`config.mk`:
```
export PLATFORM = sky130hd
export DESIGN_NAME = char_lcd_nibble_sequencer
export DESIGN_NICKNAME = d
export VERILOG_FILES = /design/src/clns_pkg.sv /design/src/clns_datapath.sv /design/src/clns_controller.sv /design/src/char_lcd_nibble_sequencer.sv
export SDC_FILE = /design/constraint.sdc
export NUM_CORES = 1
export LEC_CHECK = 0
export BUFFER_PORTS_ARGS = -buffer_cell sky130_fd_sc_hd__buf_2
export CORE_MARGIN = 10
export CORE_UTILIZATION = 42
export DETAILED_ROUTE_END_ITERATION = 7
export PLACE_DENSITY_LB_ADDON = 0.3
export SLEW_MARGIN = 40
export SYNTH_ARGS = -nofsm -noshare
export SYNTH_HDL_FRONTEND = slang
export SYNTH_SLANG_ARGS = --single-unit
```
`constraint.sdc`:
```
create_clock -name clk -period 2.8 [get_ports clk]
set_input_delay 0.56 -clock clk [delete_from_list [all_inputs] [get_ports clk]]
set_output_delay 0.56 -clock clk [all_outputs]
set_load 0.005 [all_outputs]
```
`src/clns_pkg.sv`:
```
// Shared types and constants for the character LCD nibble sequencer.
// Used by the controller, the datapath and the top level; depends on nothing.
package clns_pkg;

    localparam logic [7:0] EXPANDER_ADDRESS_RESET = 8'h4E;

    localparam logic [3:0] SH_RS = 4'h1;
    localparam logic [3:0] SH_RW = 4'h2;
    localparam logic [3:0] SH_E  = 4'h4;
    localparam logic [3:0] SH_BL = 4'h8;

    localparam logic [2:0] OP_INIT      = 3'd0;
    localparam logic [2:0] OP_COMMAND   = 3'd1;
    localparam logic [2:0] OP_DATA      = 3'd2;
    localparam logic [2:0] OP_POSITION  = 3'd3;
    localparam logic [2:0] OP_BACKLIGHT = 3'd4;
    localparam logic [2:0] OP_CLEAR     = 3'd5;

    localparam logic [2:0] K_NONE  = 3'd0;
    localparam logic [2:0] K_INIT  = 3'd1;
    localparam logic [2:0] K_CMD   = 3'd2;
    localparam logic [2:0] K_DATA  = 3'd3;
    localparam logic [2:0] K_BL    = 3'd4;
    localparam logic [2:0] K_CLEAR = 3'd5;

    localparam logic [2:0] W_RS      = 3'd0;
    localparam logic [2:0] W_ERISE   = 3'd1;
    localparam logic [2:0] W_PUT     = 3'd2;
    localparam logic [2:0] W_EFALL   = 3'd3;
    localparam logic [2:0] W_BL_ITEM = 3'd4;
    localparam logic [2:0] W_BL_ON   = 3'd5;
    localparam logic [2:0] W_RW_CLR  = 3'd6;

    localparam logic [1:0] EX_NONE = 2'd0;
    localparam logic [1:0] EX_100  = 2'd1;
    localparam logic [1:0] EX_1000 = 2'd2;
    localparam logic [1:0] EX_5000 = 2'd3;

    localparam logic [12:0] WAIT_STROBE = 13'd50;

    localparam logic [7:0] ROW_OFFSET [4] = '{8'h00, 8'h40, 8'h10, 8'h50};

    typedef struct packed {
        logic [2:0] opcode;
        logic [7:0] value;
        logic [2:0] row;
    } item_t;

    typedef struct packed {
        logic [7:0]  bus_address;
        logic [7:0]  port_byte;
        logic [12:0] wait_us;
        logic        last;
    } result_t;

    typedef struct packed {
        logic       load;
        logic       emit;
        logic [2:0] kind;
        logic       rs_data;
        logic       nib_item;
        logic       nib_lo;
        logic [3:0] nib_const;
        logic [1:0] extra;
        logic       last;
    } cmd_t;

    typedef struct packed {
        logic [2:0] item_kind;
        logic       out_free;
    } status_t;

    function automatic logic [12:0] extra_wait(input logic [1:0] code);
        logic [12:0] w;
        case (code)
            EX_100:  w = 13'd100;
            EX_1000: w = 13'd1000;
            EX_5000: w = 13'd5000;
            default: w = 13'd0;
        endcase
        return w;
    endfunction

endpackage

```
`src/clns_datapath.sv`:
```
// Datapath of the nibble sequencer: control shadow, item byte, address register
// and the result register. Depends on clns_pkg and takes commands from clns_controller.
module clns_datapath (
    input  logic              clk,
    input  logic              rst_n,
    input  clns_pkg::item_t   item,
    input  logic              cfg_valid,
    output logic              cfg_ready,
    input  logic [7:0]        cfg_data,
    output logic              result_valid,
    input  logic              result_ready,
    output clns_pkg::result_t result,
    input  clns_pkg::cmd_t    cmd,
    output clns_pkg::status_t status
);
    import clns_pkg::*;

    logic [3:0] shadow_reg, shadow_next;
    logic [7:0] byte_reg, byte_next;
    logic [7:0] addr_reg;
    logic       valid_reg, valid_next;
    result_t    result_reg, result_next;
    logic [3:0] nibble;
    logic [3:0] data_nib;
    logic [12:0] wait_val;
    logic [7:0] pos_sum;

    assign cfg_ready    = 1'b1;
    assign result_valid = valid_reg;
    assign result       = result_reg;

    always_comb
    begin
        status.out_free = !valid_reg || result_ready;
        case (item.opcode)
            OP_INIT:      status.item_kind = K_INIT;
            OP_COMMAND:   status.item_kind = K_CMD;
            OP_DATA:      status.item_kind = K_DATA;
            OP_POSITION:  status.item_kind = item.row[2] ? K_NONE : K_CMD;
            OP_BACKLIGHT: status.item_kind = (item.value inside {8'd0, 8'd1}) ? K_BL : K_NONE;
            OP_CLEAR:     status.item_kind = K_CLEAR;
            default:      status.item_kind = K_NONE;
        endcase
    end

    always_comb
    begin
        pos_sum = ROW_OFFSET[item.row[1:0]] + item.value;
        case (item.opcode)
            OP_POSITION: byte_next = pos_sum | 8'h80;
            OP_CLEAR:    byte_next = 8'h01;
            default:     byte_next = item.value;
        endcase
        if (!cmd.load)
        begin
            byte_next = byte_reg;
        end
    end

    always_comb
    begin
        if (cmd.nib_item)
        begin
            nibble = cmd.nib_lo ? byte_reg[3:0] : byte_reg[7:4];
        end
        else
        begin
            nibble = cmd.nib_const;
        end
        shadow_next = shadow_reg;
        data_nib    = 4'h0;
        wait_val    = 13'd0;
        case (cmd.kind)
            W_RS:      shadow_next = cmd.rs_data ? (shadow_reg | SH_RS) : (shadow_reg & ~SH_RS);
            W_ERISE:
            begin
                shadow_next = shadow_reg | SH_E;
                wait_val    = WAIT_STROBE;
            end
            W_PUT:     data_nib = nibble;
            W_EFALL:
            begin
                shadow_next = shadow_reg & ~SH_E;
                data_nib    = nibble;
                wait_val    = WAIT_STROBE + extra_wait(cmd.extra);
            end
            W_BL_ITEM: shadow_next = byte_reg[0] ? (shadow_reg | SH_BL) : (shadow_reg & ~SH_BL);
            W_BL_ON:   shadow_next = shadow_reg | SH_BL;
            W_RW_CLR:  shadow_next = shadow_reg & ~SH_RW;
            default:   shadow_next = shadow_reg;
        endcase
        result_next.bus_address = addr_reg;
        result_next.port_byte   = {data_nib, shadow_next};
        result_next.wait_us     = wait_val;
        result_next.last        = cmd.last;
        if (cmd.emit)
        begin
            valid_next = 1'b1;
        end
        else
        begin
            valid_next = valid_reg && !result_ready;
        end
    end

    always_ff @(posedge clk or negedge rst_n)
    begin
        if (!rst_n)
        begin
            shadow_reg <= 4'h0;
            addr_reg   <= EXPANDER_ADDRESS_RESET;
            valid_reg  <= 1'b0;
        end
        else
        begin
            valid_reg <= valid_next;
            if (cmd.emit)
            begin
                shadow_reg <= shadow_next;
            end
            if (cfg_valid)
            begin
                addr_reg <= cfg_data;
            end
        end
    end

    always_ff @(posedge clk)
    begin
        byte_reg <= byte_next;
        if (cmd.emit)
        begin
            result_reg <= result_next;
        end
    end

endmodule

```
`src/clns_controller.sv`:
```
// Controller of the nibble sequencer: steps through the writes of each word.
// Depends on clns_pkg and drives clns_datapath through cmd_t and status_t.
module clns_controller (
    input  logic              clk,
    input  logic              rst_n,
    input  logic              item_valid,
    output logic              item_ready,
    input  clns_pkg::status_t status,
    output clns_pkg::cmd_t    cmd
);
    import clns_pkg::*;

    localparam logic [2:0] ST_IDLE = 3'd0;
    localparam logic [2:0] ST_RS   = 3'd1;
    localparam logic [2:0] ST_RISE = 3'd2;
    localparam logic [2:0] ST_PUT  = 3'd3;
    localparam logic [2:0] ST_FALL = 3'd4;
    localparam logic [2:0] ST_BL   = 3'd5;
    localparam logic [2:0] ST_RW   = 3'd6;

    logic [2:0] state_reg, state_next;
    logic [2:0] kind_reg, kind_next;
    logic [2:0] seq_reg, seq_next;
    logic       lo_reg, lo_next;
    logic       is_init;

    assign item_ready = (state_reg == ST_IDLE);
    assign is_init    = (kind_reg == K_INIT);

    always_comb
    begin
        state_next    = state_reg;
        kind_next     = kind_reg;
        seq_next      = seq_reg;
        lo_next       = lo_reg;
        cmd.load      = 1'b0;
        cmd.emit      = 1'b0;
        cmd.kind      = W_RS;
        cmd.rs_data   = (kind_reg == K_DATA);
        cmd.nib_item  = !is_init;
        cmd.nib_lo    = lo_reg;
        cmd.extra     = EX_NONE;
        cmd.last      = 1'b0;
        case (seq_reg)
            3'd0, 3'd1, 3'd2: cmd.nib_const = 4'h3;
            3'd3:             cmd.nib_const = 4'h2;
            3'd4:             cmd.nib_const = lo_reg ? 4'h8 : 4'h2;
            3'd5:             cmd.nib_const = lo_reg ? 4'hE : 4'h0;
            default:          cmd.nib_const = 4'h0;
        endcase

        case (state_reg)
            ST_IDLE:
            begin
                if (item_valid)
                begin
                    cmd.load  = 1'b1;
                    kind_next = status.item_kind;
                    seq_next  = 3'd0;
                    lo_next   = 1'b0;
                    case (status.item_kind)
                        K_NONE:  state_next = ST_IDLE;
                        K_INIT:  state_next = ST_RISE;
                        K_BL:    state_next = ST_BL;
                        default: state_next = ST_RS;
                    endcase
                end
            end
            ST_RS:
            begin
                cmd.kind = W_RS;
                if (status.out_free)
                begin
                    cmd.emit   = 1'b1;
                    state_next = ST_RISE;
                end
            end
            ST_RISE:
            begin
                cmd.kind = W_ERISE;
                if (status.out_free)
                begin
                    cmd.emit   = 1'b1;
                    state_next = ST_PUT;
                end
            end
            ST_PUT:
            begin
                cmd.kind = W_PUT;
                if (status.out_free)
                begin
                    cmd.emit   = 1'b1;
                    state_next = ST_FALL;
                end
            end
            ST_FALL:
            begin
                cmd.kind = W_EFALL;
                if (is_init && seq_reg < 3'd4)
                begin
                    case (seq_reg)
                        3'd0:    cmd.extra = EX_5000;
                        3'd1:    cmd.extra = EX_100;
                        default: cmd.extra = EX_1000;
                    endcase
                    if (status.out_free)
                    begin
                        seq_next   = seq_reg + 3'd1;
                        state_next = (seq_reg == 3'd3) ? ST_RS : ST_RISE;
                    end
                end
                else if (!lo_reg)
                begin
                    if (status.out_free)
                    begin
                        lo_next    = 1'b1;
                        state_next = ST_RISE;
                    end
                end
                else if (is_init)
                begin
                    cmd.extra = EX_1000;
                    if (status.out_free)
                    begin
                        lo_next    = 1'b0;
                        seq_next   = seq_reg + 3'd1;
                        state_next = (seq_reg == 3'd4) ? ST_RS : ST_BL;
                    end
                end
                else
                begin
                    cmd.extra = (kind_reg == K_CLEAR) ? EX_5000 : EX_NONE;
                    cmd.last  = 1'b1;
                    if (status.out_free)
                    begin
                        state_next = ST_IDLE;
                    end
                end
                cmd.emit = status.out_free;
            end
            ST_BL:
            begin
                if (is_init)
                begin
                    cmd.kind = W_BL_ON;
                    if (status.out_free)
                    begin
                        state_next = ST_RW;
                    end
                end
                else
                begin
                    cmd.kind = W_BL_ITEM;
                    cmd.last = 1'b1;
                    if (status.out_free)
                    begin
                        state_next = ST_IDLE;
                    end
                end
                cmd.emit = status.out_free;
            end
            ST_RW:
            begin
                cmd.kind = W_RW_CLR;
                cmd.last = 1'b1;
                cmd.emit = status.out_free;
                if (status.out_free)
                begin
                    state_next = ST_IDLE;
                end
            end
            default:
            begin
                state_next = ST_IDLE;
            end
        endcase
    end

    always_ff @(posedge clk or negedge rst_n)
    begin
        if (!rst_n)
        begin
            state_reg <= ST_IDLE;
            kind_reg  <= K_NONE;
            seq_reg   <= 3'd0;
            lo_reg    <= 1'b0;
        end
        else
        begin
            state_reg <= state_next;
            kind_reg  <= kind_next;
            seq_reg   <= seq_next;
            lo_reg    <= lo_next;
        end
    end

endmodule

```
`src/char_lcd_nibble_sequencer.sv`:
```
// Top level of the character LCD nibble sequencer (4-bit LCD behind a port expander).
// Depends on clns_pkg, clns_controller and clns_datapath.
//
// Usage:
//   The item channel (item_valid, item_ready, item) takes one LCD operation per word:
//   init, command byte, data byte, set position, backlight or clear.
//   The result channel (result_valid, result_ready, result) gives one expander port
//   write per word, with its bus address, port byte, the wait in microseconds that
//   must follow it, and last set on the final write of the operation.
//   The cfg channel (cfg_valid, cfg_ready, cfg_data) sets the expander bus address;
//   it is always ready and is meant to be written while the block is idle.
// Timing:
//   One operation is taken at a time. The first write passes the state register and
//   then the result register after the word is accepted, and one write follows per
//   cycle while the receiver takes them. A byte operation gives 7 writes, a
//   backlight change 1 write, init 28 writes, and an operation with no write none.
//   The pace is set by the single result register, which holds one write at a time.
// Reset and stall:
//   Reset clears the control shadow and restores address 0x4E. When the receiver
//   stalls, the pending write holds and the sequencer waits; no write is lost.
module char_lcd_nibble_sequencer (
    input  logic              clk,
    input  logic              rst_n,
    input  logic              item_valid,
    output logic              item_ready,
    input  clns_pkg::item_t   item,
    output logic              result_valid,
    input  logic              result_ready,
    output clns_pkg::result_t result,
    input  logic              cfg_valid,
    output logic              cfg_ready,
    input  logic [7:0]        cfg_data
);
    import clns_pkg::*;

    cmd_t    cmd;
    status_t status;

    clns_controller u_controller (
        .clk        (clk),
        .rst_n      (rst_n),
        .item_valid (item_valid),
        .item_ready (item_ready),
        .status     (status),
        .cmd        (cmd)
    );

    clns_datapath u_datapath (
        .clk          (clk),
        .rst_n        (rst_n),
        .item         (item),
        .cfg_valid    (cfg_valid),
        .cfg_ready    (cfg_ready),
        .cfg_data     (cfg_data),
        .result_valid (result_valid),
        .result_ready (result_ready),
        .result       (result),
        .cmd          (cmd),
        .status       (status)
    );

endmodule
```
### Yosys cells after proc, flatten, opt, wreduce, memory -nomap -nowiden

Index checks and enable logic that the tools add are counted.

* $add $sub $neg: 3
* $lt $le $gt $ge: 2
* eq/ne operators: 40
* multiplexer cells: 61
* bitwise gates (word level): 1
* reduce and logical (&&, ||, !) cells: 19

Operators with widths (number)
* 2-to-1 mux 3 bit: 20
* case mux 4 bit (6 select lines): 2
* case mux 13 bit (3 select lines): 1
* equality test 3 bit (second input constant): 12
* equality test 3 x 2 -> 1 bit (second input constant): 9
* case mux 13 bit (2 select lines): 1
* case mux 3 bit (7 select lines): 1
* 2-to-1 mux 4 bit: 5
* equality test 3 x 1 -> 1 bit (second input constant): 6
* case mux 3 bit (6 select lines): 1
* binary-select mux 8 bit (select 2 bit): 1
* case mux 4 bit (4 select lines): 1
* case mux 8 bit (2 select lines): 1
* zero test 3 bit: 5
* 2-to-1 mux 7 bit: 2
* adder 6 x 13 -> 13 bit (first input constant): 1
* 2-to-1 mux 1 bit: 13
* 2-to-1 mux 13 bit: 1
* 2-to-1 mux 2 bit: 6
* case mux 3 bit (3 select lines): 1
* equality test 8 x 1 -> 1 bit (second input constant): 1
* zero test 8 bit: 1
* adder 7 bit: 1
* != test 3 x 1 -> 1 bit (second input constant): 2
* 24 further kinds: 31

* flip-flop bits (word level): 61
* bits of input ports: 27
* output and inout bits: 33
* word-level logic and storage cells: 139

### Logic depth before layout (Yosys ltp)

* depth in word-level cells: 11
* gate-level depth with buffers: 9
* depth with buffers taken out: 8

### Cells and area by module

A second synthesis with hierarchy kept.

* cell total of the unflattened synthesis: 268
* area, all modules: 2992.9 µm²

By module, submodules not included
* clns_datapath: instances 1, cells each 151, area an instance 2025.7 µm²
* clns_controller: instances 1, cells each 117, area an instance 967.2 µm²

### Worst setup path after synthesis

No wires, ideal clock.

* kind: register -> register
* from: reg u_controller.state_reg[2]
* to: reg u_datapath.result_reg (netlist bit u_datapath.result[0]), enable pin
* setup time: 0.407 ns
* arrival: 1.935 ns
* slack: 0.458 ns
* stages on the path, launching flop included: 6
* buffers on the path: 2
* path through: dfrtp_1 -> buf_2 -> buf_1 -> nand3_1 -> nand2_1 -> nor2_1

RTL lines
* start, declared: line clns_controller.sv:21 `logic [2:0] state_reg, state_next;`
* start signal, assigned: line clns_controller.sv:190 `state_reg <= state_next;`
* end signal, assigned: line clns_datapath.sv:133 `result_reg <= result_next;`
* end, declared: line clns_datapath.sv:22 `result_t result_reg, result_next;`

### Worst setup path after layout

* from: reg u_controller.kind_reg[2]
* to: reg u_datapath.result_reg (netlist bit u_datapath.result[6]) (data pin)

* word-level cells in the longest chain between the ends: 11
* elaborated cells between the ends (all ways): 19
* those cells by class: add/sub: 1; eq/ne: 7; mux: 10; reduce/logical: 1

Ends and longest elaborated chain
* start, declared: line clns_controller.sv:22 `logic [2:0] kind_reg, kind_next;`
* start signal, assigned: line clns_controller.sv:191 `kind_reg <= kind_next;`
* equality test 3 bit: line clns_controller.sv:132 `cmd.extra = (kind_reg == K_CLEAR) ? EX_5000 : EX_NONE;`
* 2-to-1 mux 2 bit: line clns_controller.sv:132
* 2-to-1 mux 2 bit: line clns_controller.sv:120 `else if (is_init)`
* 2-to-1 mux 3 bit: line clns_controller.sv:112 `else if (!lo_reg)`
* 2-to-1 mux 2 bit: line clns_controller.sv:99 `if (is_init && seq_reg < 3'd4)`
* 2-to-1 mux 2 bit: line clns_controller.sv:52 `case (state_reg)`
* equality test 2 bit / equality test 2 x 1 -> 1 bit (equally long branches): line clns_pkg.sv:75 `case (code)`
* case mux 13 bit (3 select lines): line clns_pkg.sv:75
* 2-to-1 mux 13 bit: line clns_datapath.sv:73 `case (cmd.kind)`
* adder 6 x 13 -> 13 bit: line clns_datapath.sv:85 `wait_val = WAIT_STROBE + extra_wait(cmd.extra);`
* case mux 13 bit (2 select lines) (*): line clns_datapath.sv:73

Every way passes the cells marked *; elsewhere a longest branch is shown, timed or not. The select of a mux whose other input is x is not followed.
A chain may end at the register's enable or synchronous reset.

==> reports/results.ini <==
[sta]
setup-violations-final=0
slew_violations=0
fin_crit_sh_pct=86.0
whs_ns=0.214
hold_violations=0
finalSetupTns_ns=0
worst_slack_ns=0.393
slew_headroom_pct=65.2
clock_skew_ns=0.00525
fmax_mhz=415
fin_crit_ns=2.41
rsz0062_at_grt=no
worst_pin_slew_ns=0.522

[synthesis]
synthesis.area_um2=3000
synth.most_common_cell=edfxtp_1
syn_inst=283
synth-async-reset-ratio_pct=41.1
syn_area_per_cell_um2=10.6
synth_top_area_share_pct=33.0
synth_top_area_cell=edfxtp_1
synth.ff_latch_count=56
yosysSeqAreaShare_pct=52.4
synthFlopType=edfxtp_1
yosysWarningCount=0
synth.area.top_cells=edfxtp_1, dfrtp_1, ha_1
netlist_top_cells_count=edfxtp_1, nor2_1, nand2_1, dfrtp_1
synth_cell_types=59
synth_edf_count=33

[route]
vias=2275
via_per_inst=5.27
wirelength_um=6480
drcViolationCount=0
post_drt_wl_per_cell_um=15.0
detail-route-antenna-nets=0
dr.pass1.iters=4
drt_iter0_drc=180

[power]
seq_power_share_pct=43.5
p_leak_nw=1.44
powerDensity_nw_per_um2=933
ir_drop_mv=0.330
power_mw=3.23
p_int_mw=2.03
p_sw_mw=1.21
pwr-share-clk_pct=15.1
p_comb_share_pct=41.4
swShare_pct=37.3

[finish]
postLayoutCellArea_um2=3470
layout.nets=374
drive_above_1_share_pct=28.3
largest_reg_flops=25
antenna_cells=0
fin_util_pct=50.5
stdcell_count=432
area_growth_pct=15.5

[die]
initial_core_util_pct=43.7
boundaryPins=60
die_h_um=105
core-area_um2=6870
rows=30
die_w_um=105
design.die.area_um2=10900

[global_route]
grt_pass1_vias=2252
grt_max_degree=26
overflow=0
gr-usage-all-layers_pct=11.6
antenna_found_initial=0
grt_first_pass_wirelength_um=10900

[clock_network]
ctsHoldBuffers=0
cts_tree=done
clkTransAtPathRegs_ns=0.10
htree_levels=2
clk_latency_ns=0.31
clockBufferDepth=2
cts_setup_buffers=0
post_cts_resized=0
cts_buffers=5
root_buffer=clkbuf_8
clock-sinks=56

[run]
drv_cap=0

[critical_path]
crit_chain=or3b_1 -> nor2_2 -> o21ai_0 -> a21oi_1 -> ha_1 -> nor3b_1 -> nor2_1 -> nor2_1
criticalPathCategory=flop to flop
cp.arrival_ns=2.58
crit_slowest_cell=or3b_1
crit_fanout=8
critPathLaunchType=flop
worst_setup_path_end_kind=flop
cp.required_ns=2.98
cp_common_cell=nor2_1
slowest_delay_ns=0.54

[hold_path]
hold_path_class=primary input to asynchronous set/reset pin

[placement]
port_buffers=55
pre_cts_slack_ns=0.417
dpl.cell_count=424
place.detailed.hpwl_um=4950
placed_area_um2=3360
routabilityCongestion=0.891

[status]
status=finished, final reports clean

-- cell families (layout without fill, tap and decap cells) --
logic type	after synthesis	count (layout)	synth area share (%)
AO/OA/AOI/OAI	60	60	12.8
XOR/XNOR	2	2	0.584
adder cells (fa/ha/maj)	12	12	5.00
buffers and inverters	31	82	5.04
flip-flops	56	56	52.4
multiplexers	17	17	6.21
other	2	4	0.250
AND/OR/NAND/NOR	103	103	17.8
-- placed cells by master, fill, tap and decap left out, types with 2 or more instances in the layout --
cell type	Yosys	routed
buf_2	4	55
edfxtp_1	33	33
nand2_1	25	25
nor2_1	26	25
dfrtp_1	19	19
o21ai_0	17	17
a21oi_1	17	17
mux2_2	12	12
ha_1	12	12
inv_1	9	9
buf_4	6	9
nand3_1	8	8
nor3_1	8	8
and2_1	6	6
and3_1	6	6
nand2b_1	5	5
clkbuf_8	0	5
nor2b_1	4	4
mux2i_1	4	4
conb_1	2	4
dfstp_2	4	4
a22oi_1	3	3
a31oi_1	3	3
nor2_2	1	2
xnor2_1	2	2
nor4_1	2	2
a22o_1	2	2
nor3b_1	2	2
o211ai_1	2	2
-- area by class of cell --
class / instances / area, µm²
fill: 667 / 3400
sequential: 56 / 1570
multi-input combinational: 198 / 1290
timing repair buffer: 64 / 343
tap: 96 / 120
clock buffer: 6 / 93.8
inverter: 10 / 37.5
clock inverter: 2 / 12.5
-- worst paths after layout --
kind / from / to / slack [ns] / cells after the start
hold / removal: rst_n / u_datapath.shadow_reg[0] / 0.21 / 1
min in group clk: u_datapath.addr_reg[4] / u_datapath.result[26] / 0.45 / 0
max in group asynchronous: rst_n / u_datapath.addr_reg[1] / 2.22 / 1
hold reg to reg: u_datapath.addr_reg[4] / u_datapath.result[26] / 0.45 / 0
setup / recovery: u_controller.kind_reg[2] / u_datapath.result[6] / 0.39 / 8
setup reg to reg: u_controller.kind_reg[2] / u_datapath.result[6] / 0.39 / 8
-- power by group through the flow --
stage / logic, mW / clock network, mW / registers [mW]
2_1_floorplan: 0.891 / 0 / 1.40
3_3_place_gp: 1.34 / 0 / 1.41
3_5_place_dp: 1.35 / 0 / 1.43
4_1_cts: 1.36 / 0.498 / 1.41
5_1_grt: 1.52 / 0.532 / 1.45
6_report: 1.34 / 0.487 / 1.41
-- per-layer routing --
| metal | up-vias | track usage (%) | share of wire (%) |
|---|---|---|---|
| met5 | - | 0 | 0 |
| met4 | 0 | 3.18 | 1.3 |
| met3 | 6 | 3.26 | 5.9 |
| met2 | 74 | 18.6 | 45 |
| met1 | 1082 | 15.0 | 48 |
| li1 | 1113 | - | - |
-- worst max-delay path: cells and delay by family, from the launching register on --
kind / cells / cell delay [ns]
adder cells (fa/ha/maj): 1 / 0.29
AND/OR/NAND/NOR: 5 / 1.07
AO/OA/AOI/OAI: 2 / 0.45
flip-flops: 1 / 0.46
(Power assumes the default switching activity.)
